--- config.mk ---
export PLATFORM = sky130hd
export DESIGN_NAME = plti_ram
export DESIGN_NICKNAME = d
export VERILOG_FILES = /design/src/rtl/core/piecewise_linear_table_interpolator_core_assert.svh /design/src/rtl/core/plti_ram.sv
export SDC_FILE = /design/constraint.sdc
export NUM_CORES = 2
export LEC_CHECK = 0
export BUFFER_PORTS_ARGS = -buffer_cell sky130_fd_sc_hd__buf_2
export CORE_MARGIN = 1
export CORE_UTILIZATION = 55
export CTS_CLUSTER_DIAMETER = 30
export DETAILED_ROUTE_END_ITERATION = 8
export HOLD_SLACK_MARGIN = 0.02
export MAX_ROUTING_LAYER = met4
export PLACE_DENSITY = 0.71
export SLEW_MARGIN = 20
export SYNTH_ARGS = -nofsm -noshare
export SYNTH_HDL_FRONTEND = slang
export SYNTH_SLANG_ARGS = --single-unit
--- constraint.sdc ---
create_clock -name clk -period 5.5 [get_ports clk]
set_input_delay 1.1 -clock clk [delete_from_list [all_inputs] [get_ports clk]]
set_output_delay 1.1 -clock clk [all_outputs]
set_load 0.01 [all_outputs]
--- src/rtl/core/piecewise_linear_table_interpolator_core_assert.svh ---
// Assertion macros for the piecewise linear table interpolator core
`ifndef PIECEWISE_LINEAR_TABLE_INTERPOLATOR_CORE_ASSERT_SVH
`define PIECEWISE_LINEAR_TABLE_INTERPOLATOR_CORE_ASSERT_SVH

// Same-cycle implication, disabled while reset is asserted
`define PLTI_ASSERT_NOW(label, clk, rst_n, ante, cons, msg) \
  label: assert property (@(posedge clk) disable iff (!rst_n) (ante) |-> (cons)) \
    else $error(msg);

// Next-cycle implication, disabled while reset is asserted
`define PLTI_ASSERT_NEXT(label, clk, rst_n, ante, cons, msg) \
  label: assert property (@(posedge clk) disable iff (!rst_n) (ante) |=> (cons)) \
    else $error(msg);

`endif

--- src/rtl/core/plti_ram.sv ---
// Generic single-write, single-read RAM with registered read data
`default_nettype none
module plti_ram #(
  parameter int WIDTH = 32,
  parameter int DEPTH = 128
) (
  input  wire logic                     clk,
  input  wire logic                     we,
  input  wire logic [$clog2(DEPTH)-1:0] waddr,
  input  wire logic [WIDTH-1:0]         wdata,
  input  wire logic [$clog2(DEPTH)-1:0] raddr,
  output logic      [WIDTH-1:0]         rdata
);

  logic [WIDTH-1:0] mem [DEPTH];

  always_ff @(posedge clk) begin
    if (we) begin
      mem[waddr] <= wdata;
    end
    rdata <= mem[raddr];
  end

endmodule
`default_nettype wire

=== Word level (Yosys, flattened, before mapping) ===
Memory sizes are Yosys's and may differ from the RTL's. A register that Yosys moved wholly into a read port is not among the register bits.
Cells that the tools add are included.

* Add/sub/neg operators: 0
* $mul: 0
* Div/mod/pow operators: 0
* Magnitude comparators: 0
* Equal/unequal tests: 0
* Shift-type cells: 0
* Multiplexer cells: 2
* Bitwise gates (word level): 0
* Reductions and logical operators: 0

{| class="wikitable"
|+ Operators by type and width
! cell !! number
|-
| 1-bit 2-to-1 mux || 2
|}

* Bits in registers: 0
* Bits in latches: 0
* Bits in writable memories: 4,096
* Memory bits (read-only): 0
* Input port bits: 48
* Output and inout bits: 32
* Memories kept: 1

{| class="wikitable"
|+ Memory list
! name !! depth !! bits a word !! read ports !! clocked after memory_dff !! write ports !! line !! text
|-
| mem || 128 || 32 || 1 || 1 || 1 || plti_ram.sv:15 || <nowiki>logic [WIDTH-1:0] mem [DEPTH];</nowiki>
|}

=== Depth between registers and ports, before layout ===
* Depth in word-level cells: 2
* Mapped depth: 8

=== Worst setup path after synthesis ===
OpenSTA, ideal clock, no wires.

* Kind: input-to-reg
* Start: input port we
* End: memory mem[98][0], enable pin
* Setup time: 0.461 ns
* Data arrival time: 3.878 ns
* Required time: 5.039 ns
* Path slack: 1.161 ns
* Stages on the path: 3
* Path buffers: 1
* Cells stage by stage: clkbuf_1 > nand4_1 > nor3_1

* Longest elaborated chain between the ends: 2

{| class="wikitable"
|+ RTL lines
! element !! line !! text
|-
| start: declaration || plti_ram.sv:8 || <nowiki>input wire logic we,</nowiki>
|-
| 1-bit 2-to-1 mux || plti_ram.sv:18 || <nowiki>if (we) begin</nowiki>
|-
| 1-bit 2-to-1 mux (not written as such) || plti_ram.sv:19 || <nowiki>mem[waddr] <= wdata;</nowiki>
|-
| end: declaration || plti_ram.sv:15 ||
|}

Every way passes these cells.

==> flow_summary.toml <==
[run_status]
outcome = "completed"

[grt]
grt_usage = 0.326
initial_antenna_violation_count = 57
globalRouteOverflowTotal = 0
first_global_vias = 77900
grt_max_degree = 97
wire_length_of_the_first_global_routing_pass_mm = 617

[hold_path]
hold_start = "wdata[19]"
hold_path_class = "in -> reg"
hold_path_end = "mem[23][19]"
holdPathStages = 1

[setup_path]
critical_path.startpoint = "raddr[2]"
r2r_end = "rdata[22]"
required_ps = 6400
worstSetupEndpointType = "flop"
worst-endpoint-arrival_ps = 4420
max_stage_delay_ps = 650
critical_path_class = "in -> reg"
regToRegStartpoint = "mem[99][22]"
rrSetupSlack_ps = 2790
worst_reg_to_reg_path_cell_count = 4
cpMostUsedCell = "mux4_2"
worst-path-max-fanout = 44
cp_slowest_cell = "mux4_2"
worstPathCellList = "buf_8 > buf_12 > buf_4 > mux4_2 > mux4_2 > mux4_2 > mux2_2"
cp_startpoint_kind = "primary input"

[placement]
place_ws_ps = 998
buffer_ports.inserted = 79
routabilityCongestion = 0.851
final_hpwl_dp_mm = 231

[final_layout]
area.growth.synth_to_final_pct = 19.4
layout-drive-gt1-share = 0.406
share_of_the_core_filled_with_cells = 0.661
layout.filler_cells = 16400
finish.net_count = 6745

[routing]
final_antenna_violating_net_count = 0
route.vias.total = 75700
routed_wire_length_per_instance_um = 40.5
drt_wl_total_mm = 447
detail_route.iter0.violations = 11900
drcViolationCount = 0
drt_pre_antenna_iters = 8
via_per_inst = 6.86

[timing]
finalSetupViolations = 0
slew_violations = 0
worstMarginPinSlew_ps = 1190
timing.final.crit_share = 0.639
hold_violations = 0
setup_slack_ps = 1980
rsz0062_at_grt = "false"
slew_headroom = 0.206
fin_setup_tns_ps = 0
clock_skew_ps = 59.3
fin_hold_ws_ps = 616
fmax_ghz = 0.284
finalCriticalPeriod_ps = 3520

[synth]
yosys_warnings = 0
unique_cell_type_count_in_the_yosys_netlist = 17
postSynthRegisterBits = 4128
ys_seq_area_frac = 0.791
post_synth_inst_count = 5990
synthesis.area_mm2 = 0.156
syn_nets = 6038
post_synth.cell_area_avg_um2 = 26.1

[pwr]
sw_power_mw = 17.8
cell_internal_pwr_mw = 61.6
part_of_the_total_power_dissipated_in_sequential_elements = 0.440
peakVddDrop_uv = 410
combinationalPowerShare = 0.044
total_leakage_power_nw = 58.7
power-per-cell-area_mw_per_mm2 = 426
switching_share = 0.225
power_frac_clock = 0.516

[clock_network]
clock_sinks = 4128
post-cts-setup-buffers = 0
cts_root_buffer = "clkbuf_16"
cts_hold_buf = 0
worstSkewPairLatency_ps = 1060
cts.clk_slew.worst_paths_ps = 50
h-tree-depth = 6
tritoncts.num_buffers = 632
clock_tree.buffer_depth = 4
tritoncts_clock_tree = "built"
cts_repair_resize_count = 0

[floorplanning]
ios = 80
fp.dieArea_mm2 = 0.286
fp.coreArea_mm2 = 0.282
die_h_um = 535
initial_core_util = 0.554
row_count = 195
fp.dieW_um = 535

[job]
max_cap_viol_count = 0
## worst max-delay path, delay by kind of cell
family	cells	cell delay, ps
multiplexers	4	1940
buffers and inverters	3	1270
## per-stage QoR
stage / cells / instance area (um^2) / total power, mW
final: 11000 / 187000 / 79.4
after global routing: 11000 / 187000 / 81.0
after CTS: 11000 / 186000 / 79.6
after detailed placement: 9805 / 164000 / 39.0
after global placement: 9805 / 164000 / 38.9
after floorplan: 5990 / 156000 / 37.1
## cell families after synthesis
kind of cell | Yosys count | synth area share
flops | 4128 | 0.791
mux | 1376 | 0.196
buf+inv | 316 | 0.00839
simple gates | 170 | 0.00446
## worst max-delay path by stage
stage,to,slack [ps]
2_1_floorplan,mem[98][0],1160
3_3_place_gp,rdata[21],1000
3_5_place_dp,rdata[16],1000
4_1_cts,rdata[16],2020
5_1_grt,rdata[16],1930
6_report,rdata[19],1980
## cells in the final DEF, fill, tap and decap left out
cell type / Yosys / final
clkinv_16: 0 / 29
nand2b_1: 2 / 2
clkinv_2: 0 / 75
nand3_2: 0 / 4
buf_2: 79 / 41
clkbuf_16: 0 / 635
buf_6: 2 / 4
buf_12: 0 / 75
nor2_4: 0 / 119
inv_6: 0 / 58
buf_4: 3 / 266
clkbuf_1: 182 / 77
nand4_1: 3 / 3
nand2_2: 0 / 3
mux2_2: 32 / 32
mux4_2: 1344 / 1344
nor3_2: 0 / 9
diode_2: 0 / 51
bufinv_16: 0 / 80
or3_1: 1 / 1
inv_16: 0 / 10
nor2_1: 122 / 3
nand3_1: 12 / 8
edfxtp_1: 4096 / 4096
clkinv_8: 0 / 10
inv_8: 0 / 10
nor2b_1: 7 / 7
nand2_1: 14 / 11
clkbuf_8: 0 / 6
clkinv_1: 0 / 57
clkinv_4: 0 / 52
buf_8: 0 / 3
clkinvlp_4: 0 / 68
dfxtp_1: 32 / 32
## registers in the layout, summed over array words and instances, names as in the netlist
register  count
mem        4096
rdata        32
## metal layers
layer	share of wire	wire [um]	GRT usage
met1	0.33	148000	0.405
met2	0.49	219000	0.506
met3	0.12	53500	0.0740
met4	0.059	26200	0.174
met5	0	0	-
## final cells by class
type | count | area [um^2] | area share
multi-input cells | 1546 | 32300 | 0.173
clock buffers | 718 | 16300 | 0.0871
diodes | 51 | 128 | 0.000684
well taps | 3743 | 4680 | 0.0251
repair buffers | 389 | 3790 | 0.0203
clock inverters | 449 | 5810 | 0.0311
flip-flops and latches | 4128 | 124000 | 0.663
## synth_stat cells (all sizes together)
library cell,n,area [um^2]
buf,134,628
clkbuf,182,683
dfxtp,32,641
edfxtp,4096,123000
mux2,32,360
mux4,1344,30300
nand2,14,52.6
nand2b,2,12.5
nand3,12,60.1
nand4,3,18.8
nor2,122,458
nor2b,7,43.8
nor3,9,45.0
or3,1,6.26
## power groups by stage
stage | Clock (mW) | Combinational [mW] | Sequential [mW]
2_1_floorplan | 0 | 1.68 | 35.5
3_3_place_gp | 0 | 3.34 | 35.5
3_5_place_dp | 0 | 3.40 | 35.6
4_1_cts | 41.2 | 3.46 | 34.9
5_1_grt | 42.5 | 3.55 | 34.9
6_report | 41.0 | 3.48 | 34.9
Power figures use the tool's default switching activity.
