**src/rtl/core/piecewise_linear_table_interpolator_core_assert.svh**
```systemverilog
// Assertion macros for the piecewise linear table interpolator core
`ifndef PIECEWISE_LINEAR_TABLE_INTERPOLATOR_CORE_ASSERT_SVH
`define PIECEWISE_LINEAR_TABLE_INTERPOLATOR_CORE_ASSERT_SVH

// Same-cycle implication, disabled while reset is asserted
`define PLTI_ASSERT_NOW(label, clk, rst_n, ante, cons, msg) \
  label: assert property (@(posedge clk) disable iff (!rst_n) (ante) |-> (cons)) \
    else $error(msg);

// Next-cycle implication, disabled while reset is asserted
`define PLTI_ASSERT_NEXT(label, clk, rst_n, ante, cons, msg) \
  label: assert property (@(posedge clk) disable iff (!rst_n) (ante) |=> (cons)) \
    else $error(msg);

`endif

```
**src/rtl/core/plti_pkg.sv**
```systemverilog
// Shared types and constants of the piecewise linear table interpolator
`default_nettype none
package plti_pkg;

  localparam int KEY_W     = 16;
  localparam int VAL_W     = 16;
  localparam int IDX_W     = 7;
  localparam int SEG_W     = 7;
  localparam int STAT_W    = 3;
  localparam int CFG_W     = 8;
  localparam int PROD_W    = 32;
  localparam int DIV_STEPS = 16;
  localparam int CNT_W     = $clog2(DIV_STEPS);

  localparam logic OP_QUERY = 1'b0;
  localparam logic OP_WRITE = 1'b1;

  typedef enum logic [2:0] {
    ST_IDLE,
    ST_FIRST,
    ST_SCAN,
    ST_MUL,
    ST_DIV
  } state_t;

  typedef enum logic [STAT_W-1:0] {
    STAT_OK    = 3'd0,
    STAT_LOW   = 3'd1,
    STAT_HIGH  = 3'd2,
    STAT_FEW   = 3'd3,
    STAT_WRITE = 3'd4
  } status_t;

  typedef struct packed {
    logic [KEY_W-1:0] key;
    logic [VAL_W-1:0] value;
  } entry_t;

  typedef struct packed {
    logic              start;
    logic [PROD_W-1:0] dividend;
    logic [KEY_W-1:0]  divisor;
  } div_req_t;

  typedef struct packed {
    logic             done;
    logic [VAL_W-1:0] quotient;
  } div_rsp_t;

endpackage
`default_nettype wire

```
**src/rtl/core/plti_div.sv**
```systemverilog
// Restoring divider, one quotient bit per cycle, 16-bit quotient
`default_nettype none
module plti_div (
  input  wire logic               clk,
  input  wire logic               rst_n,
  input  wire plti_pkg::div_req_t req,
  output plti_pkg::div_rsp_t      rsp
);
  import plti_pkg::*;

  logic                busy_r, busy_nxt;
  logic                done_r, done_nxt;
  logic [CNT_W-1:0]    cnt_r, cnt_nxt;
  logic [KEY_W-1:0]    rem_r, rem_nxt;
  logic [VAL_W-1:0]    lo_r, lo_nxt;     // dividend low bits, then quotient
  logic [KEY_W-1:0]    dvs_r, dvs_nxt;
  logic [KEY_W:0]      trial;
  logic                ge;

  // Caller guarantees quotient fits in 16 bits, so the high half is below the divisor
  always_comb begin
    trial    = {rem_r, lo_r[VAL_W-1]};
    ge       = (trial >= {1'b0, dvs_r});
    busy_nxt = busy_r;
    done_nxt = 1'b0;
    cnt_nxt  = cnt_r;
    rem_nxt  = rem_r;
    lo_nxt   = lo_r;
    dvs_nxt  = dvs_r;
    if (req.start) begin
      busy_nxt = 1'b1;
      cnt_nxt  = '0;
      rem_nxt  = req.dividend[PROD_W-1:VAL_W];
      lo_nxt   = req.dividend[VAL_W-1:0];
      dvs_nxt  = req.divisor;
    end else if (busy_r) begin
      rem_nxt = ge ? KEY_W'(trial - {1'b0, dvs_r}) : trial[KEY_W-1:0];
      lo_nxt  = {lo_r[VAL_W-2:0], ge};
      cnt_nxt = cnt_r + CNT_W'(1);
      if (cnt_r == CNT_W'(DIV_STEPS - 1)) begin
        busy_nxt = 1'b0;
        done_nxt = 1'b1;
      end
    end
  end

  always_ff @(posedge clk) begin
    if (!rst_n) begin
      busy_r <= 1'b0;
      done_r <= 1'b0;
      cnt_r  <= '0;
    end else begin
      busy_r <= busy_nxt;
      done_r <= done_nxt;
      cnt_r  <= cnt_nxt;
    end
    rem_r <= rem_nxt;
    lo_r  <= lo_nxt;
    dvs_r <= dvs_nxt;
  end

  assign rsp.done     = done_r;
  assign rsp.quotient = lo_r;

endmodule
`default_nettype wire

```
**config.mk**
```make
export PLATFORM = sky130hd
export DESIGN_NAME = plti_div
export DESIGN_NICKNAME = d
export VERILOG_FILES = /design/src/rtl/core/piecewise_linear_table_interpolator_core_assert.svh /design/src/rtl/core/plti_pkg.sv /design/src/rtl/core/plti_div.sv
export SDC_FILE = /design/constraint.sdc
export NUM_CORES = 1
export LEC_CHECK = 0
export BUFFER_PORTS_ARGS = -buffer_cell sky130_fd_sc_hd__buf_2
export CORE_ASPECT_RATIO = 1.75
export CORE_UTILIZATION = 51
export CTS_BUF_LIST = sky130_fd_sc_hd__clkbuf_2
export CTS_CLUSTER_SIZE = 14
export DETAILED_ROUTE_END_ITERATION = 8
export PLACE_DENSITY_LB_ADDON = 0.08
export SYNTH_ARGS = -nofsm -noshare
export SYNTH_HDL_FRONTEND = slang
export SYNTH_SLANG_ARGS = --single-unit
```
**constraint.sdc**
```tcl
create_clock -name clk -period 2.5 [get_ports clk]
set_clock_uncertainty 0.05 [all_clocks]
set_input_delay 0.125 -clock clk [delete_from_list [all_inputs] [get_ports clk]]
set_output_delay 0.125 -clock clk [all_outputs]
set_load 0.02 [all_outputs]
```
**After elaboration in Yosys (flattened, before gate mapping)**

Index checks and enable logic that the tools add are counted.

- Register bits after elaboration: 54
- Input bits: 51
- Memory bits (read-only): 0
- Latch bits: 0
- Memories kept: 0
- Memory bits (writable): 0

- Order comparisons: 1
- Add/sub/neg operators: 2
- Reduce and logical (&&, ||, !) cells: 3
- Equality and inequality tests: 1
- Divide/modulo/power cells: 0
- Multipliers: 0
- Shift-type cells: 0
- Bitwise logic cells: 2
- Multiplexer cells: 9

Operators by type and width:

| operator | number |
|---|---|
| 2-to-1 mux 16 bit | 5 |
| greater-or-equal comparator 17 x 16 -> 1 bit | 1 |
| subtractor 16 bit | 1 |
| adder 4 x 1 -> 4 bit (second input constant) | 1 |
| equality test 4 bit (second input constant) | 1 |
| 2-to-1 mux 1 bit | 4 |
| OR reduction 3 bit | 1 |
| NOT 1 bit | 2 |
| nonzero test 2 bit | 1 |
| OR reduction 2 bit | 1 |

**Longest topological paths before layout**

- Word-level depth: 4
- Mapped depth: 10
- Mapped depth without buffers: 10

**Least setup slack after synthesis**

OpenSTA, ideal clock, no wires.

- Path type: register to register
- Start point: register lo_r[15]
- End point: register rem_r[14], data pin
- Data required time: 2.281 ns
- Period minus slack after synthesis: 2.585 ns
- Cell stages (with the launch flop): 11
- Path buffers: 0
- Library setup time: 0.169 ns
- Data arrival time: 2.366 ns
- Setup slack: -0.085 ns
- Cell sequence: edfxtp_1 -> inv_1 -> ha_1 -> inv_1 -> fa_1 -> a211oi_1 -> o21ai_2 -> a2111oi_0 -> nor3_1 -> xnor2_1 -> o31ai_1

- Word-level cells in the longest chain between the ends: 4

Ends and longest elaborated chain:

| item | line | text |
|---|---|---|
| start, declared | plti_div.sv:15 | `logic [VAL_W-1:0] lo_r, lo_nxt;` |
| start signal, assigned | plti_div.sv:58 | `lo_r <= lo_nxt;` |
| subtractor 16 bit or greater-or-equal comparator 17 x 16 -> 1 bit (tied branches) | plti_div.sv:37, plti_div.sv:23 |  |
| 2-to-1 mux 16 bit * | plti_div.sv:37 | `rem_nxt = ge ? KEY_W'(trial - {1'b0, dvs_r}) : trial[KEY_W-1:0];` |
| 2-to-1 mux 16 bit * | plti_div.sv:36 | `end else if (busy_r) begin` |
| 2-to-1 mux 16 bit * | plti_div.sv:30 | `if (req.start) begin` |
| net rem_nxt[14] | plti_div.sv:14 | `logic [KEY_W-1:0] rem_r, rem_nxt;` |
| end signal, assigned | plti_div.sv:57 | `rem_r <= rem_nxt;` |
| end, declared | plti_div.sv:14 |  |

Mark *: on every way through the listed nets, which the timed path passes. The rest lies on a longest branch. The select of a mux whose other input is x is not followed.
A chain may end at the register's enable or synchronous reset.

**Final worst setup path**

- Start point: register rem_r[10]
- End point: register rem_r[0], data pin

- Word-level cells in the longest chain between the ends: 4

Ends and longest elaborated chain:

| item | line | text |
|---|---|---|
| greater-or-equal comparator 17 x 16 -> 1 bit | plti_div.sv:23 | `ge = (trial >= {1'b0, dvs_r});` |
| 2-to-1 mux 16 bit | plti_div.sv:37 |  |
| 2-to-1 mux 16 bit | plti_div.sv:36 |  |
| 2-to-1 mux 16 bit | plti_div.sv:30 |  |
| net rem_nxt[0] | plti_div.sv:14 |  |

The timed path passes the listed nets, and every way through them passes these cells. The select of a mux whose other input is x is not followed.

==> results.md <==
- Pwr Density: 727 nW/um^2
- DR WL/cell: 15.5 um
- Fin crit share: 99.0%
- Slowest cell on crit path: edfxtp_1
- FF-to-FF setup slack: 0.02 ns
- Area grow syn2layout: 39.1%
- Tot GR Track Use: 24.2%
- Hold EP: dvs_r[12]
- Max Cap Viol: 0
- Reg2reg start: rem_r[10]
- WHS: 0.103 ns
- Mapped Area: 3190 um^2
- Tmin final: 2.48 ns
- Global-route wire length before repair: 11.7 mm
- Hold Crit Class: in2reg
- Crit path DAT: 2.72 ns
- Vias: 2,676
- P_leak: 1.83 nW
- WP buf/inv: 0
- Max stage delay on crit path: 0.47 ns
- Final setup viols: 0
- Die Span X: 61.8 um
- Vias per cell: 5.44
- Most common cell after layout, fill and taps aside: buf_2
- Reg2reg end: rem_r[0]
- Unrepaired setup endpoints after global routing: yes
- H-tree levels: 2
- Post-synth EDFFs: 48
- Syn Inst Count: 276
- CP cell instances: ha_1, a21o_1, a31o_1, a221o_2, o21ai_4, a21oi_1, o31a_1
- Die Area: 6580 um^2
- Diodes inserted: 0
- Yosys reg bits: 54
- Die Ht: 107 um
- Crit path launch type: register
- CORE AREA: 5970 um^2
- Commonest cells after routing, fill and taps aside: buf_2, dlygate4sd3_1, edfxtp_1
- Starting Density: 53.4%
- Least-Margin Pin Slew: 0.532 ns
- Worst Hold Launch: req[48]
- Final hold violations: 0
- WHS Path Cells: 2
- Synth cell types: 52
- CTS tree: done
- Clock tree sinks: 54
- Status: finished clean
- Syn Nets: 345
- HPWL Detailed: 5.12 mm
- CP endpoint kind: register
- Synth Warn #: 0
- Final Cell Area: 4430 um^2
- Fin Setup TNS: 0 ns
- Final ANT Viol Nets: 0
- Area leader, netlist: edfxtp_1
- Gpl congestion: 0.913
- Critical path's top delay family: compound AO/OA/AOI/OAI gates
- Initial DRC Count: 167
- Pin count of the biggest net entering global routing: 81
- Highest net fanout along the worst path: 7
- Placement Rows: 37
- # nets final: 482
- Drt pass-1 iters: 4
- Synth area leaders: edfxtp_1, ha_1, mux2_2
- Initial antenna violation count: 0
- Final WL: 7.62 mm
- Layout fillers: 433
- Primary FF master, synth: edfxtp_1
- Dpl cell area: 3740 um^2
- Relative max-transition margin: 64.3%
- Inserted Clock Buffers: 5
- Reg2reg path depth: 7
- Asr flop ratio synth: 0%
- Worst path required time: 2.75 ns
- Avg Synthesized Cell Area: 11.6 um^2
- CTS clk-pin slew, worst paths: 0.30 ns
- Worst-skew pair later-pin latency: 0.50 ns
- Crit Path Class: reg2reg
- Layout cells sized above 1: 34.1%
- Vias in the first global route: 2,613
- Final Max Tran Viols: 0
- Peak VDD IR: 611 uV
- Fmax: 0.404 GHz
- I/O pin count: 68
- Port-buffer cells: 67
- Synth top area share: 45.2%
- Max clock buf depth: 2
- DRC viols: 0
- Total grt overflow: 0
- Root buf cell: clkbuf_2
- Sequential-to-total area share from yosys stat: 49.0%
cell type report:
| cell class | instances | area (um^2) | area share (%) |
|---|---|---|---|
| clock buffers | 5 | 25.0 | 0.564 |
| clock inverters | 3 | 21.3 | 0.480 |
| multi-input cells | 189 | 1610 | 36.2 |
| inverters | 21 | 78.8 | 1.78 |
| flip-flops and latches | 54 | 1560 | 35.2 |
| repair buffers | 142 | 1040 | 23.6 |
| well taps | 78 | 97.6 | 2.20 |
sequential cells by signal, summed over array words and instances, names as in the netlist:
name	flops
dvs_r	16
lo_r	16
rem_r	16
cnt_r	4
busy_r	1
done_r	1
metrics by stage:
stage | total power, mW | std cells | setup slack [ns] | utilization [%]
6_report | 3.22 | 492 | 0.0242 | 74.3
4_1_cts | 3.09 | 487 | -0.0109 | 71.9
3_5_place_dp | 2.63 | 430 | -0.0159 | 62.7
2_1_floorplan | 2.21 | 276 | 0.0382 | -
3_3_place_gp | 2.61 | 430 | -0.00521 | 62.7
5_1_grt | 3.42 | 492 | -0.0411 | 74.3
timing repair:
action                                 CTS  global route
cloned                                   0             1
gates resized for setup                  3            20
hold buffers                            49             0
endpoints found under the hold margin   54             0
setup buffers                            0             4
pin swaps                                0            10
setup endpoints to repair                2            16
kinds of logic after synthesis:
| group | after synthesis | share of synthesized area [%] |
|---|---|---|
| and+or+nand+nor | 66 | 11.7 |
| muxes | 16 | 5.61 |
| xor gates and xnor gates | 16 | 4.40 |
| DFF | 54 | 49.0 |
| AOI/OAI and AO/OA | 72 | 17.5 |
| adders and majority gates | 18 | 7.30 |
| buffers and inverters | 34 | 4.51 |
how the worst max path moves through the flow:
stage	from	endpoint	cells past startpoint
6_report	rem_r[10]	rem_r[0]	7
5_1_grt	rem_r[10]	rem_r[0]	7
4_1_cts	lo_r[15]	rem_r[14]	10
3_5_place_dp	lo_r[15]	rem_r[12]	10
3_3_place_gp	lo_r[15]	rem_r[12]	10
2_1_floorplan	lo_r[15]	rem_r[14]	10
cells in the mapped netlist, types with 5 or more instances:
cell type,count
nand4b_1,6
ha_1,17
dfxtp_1,6
nor2_1,10
edfxtp_1,48
nor3_1,9
inv_1,21
xor2_1,7
o31ai_1,7
clkbuf_1,6
a21o_1,9
xnor2_1,9
nor2b_1,8
a21oi_1,17
o311ai_1,6
mux2_2,15
nand2_1,16
a32oi_1,5
metal layers:
metal / up-vias / wire [um] / track usage, %
met5: - / 0 / 0
met4: 0 / 204 / 8.25
met2: 67 / 4240 / 45.2
met3: 14 / 228 / 4.10
li1: 1327 / - / -
met1: 1268 / 2950 / 25.8
power breakdown:
part / internal (mW) / leakage [nW] / switching (mW)
Sequential: 1.16 / 0.529 / 0.0764
Clock: 0.0758 / 0.0342 / 0.306
Combinational: 0.753 / 1.27 / 0.854
(Power assumes the default switching activity.)
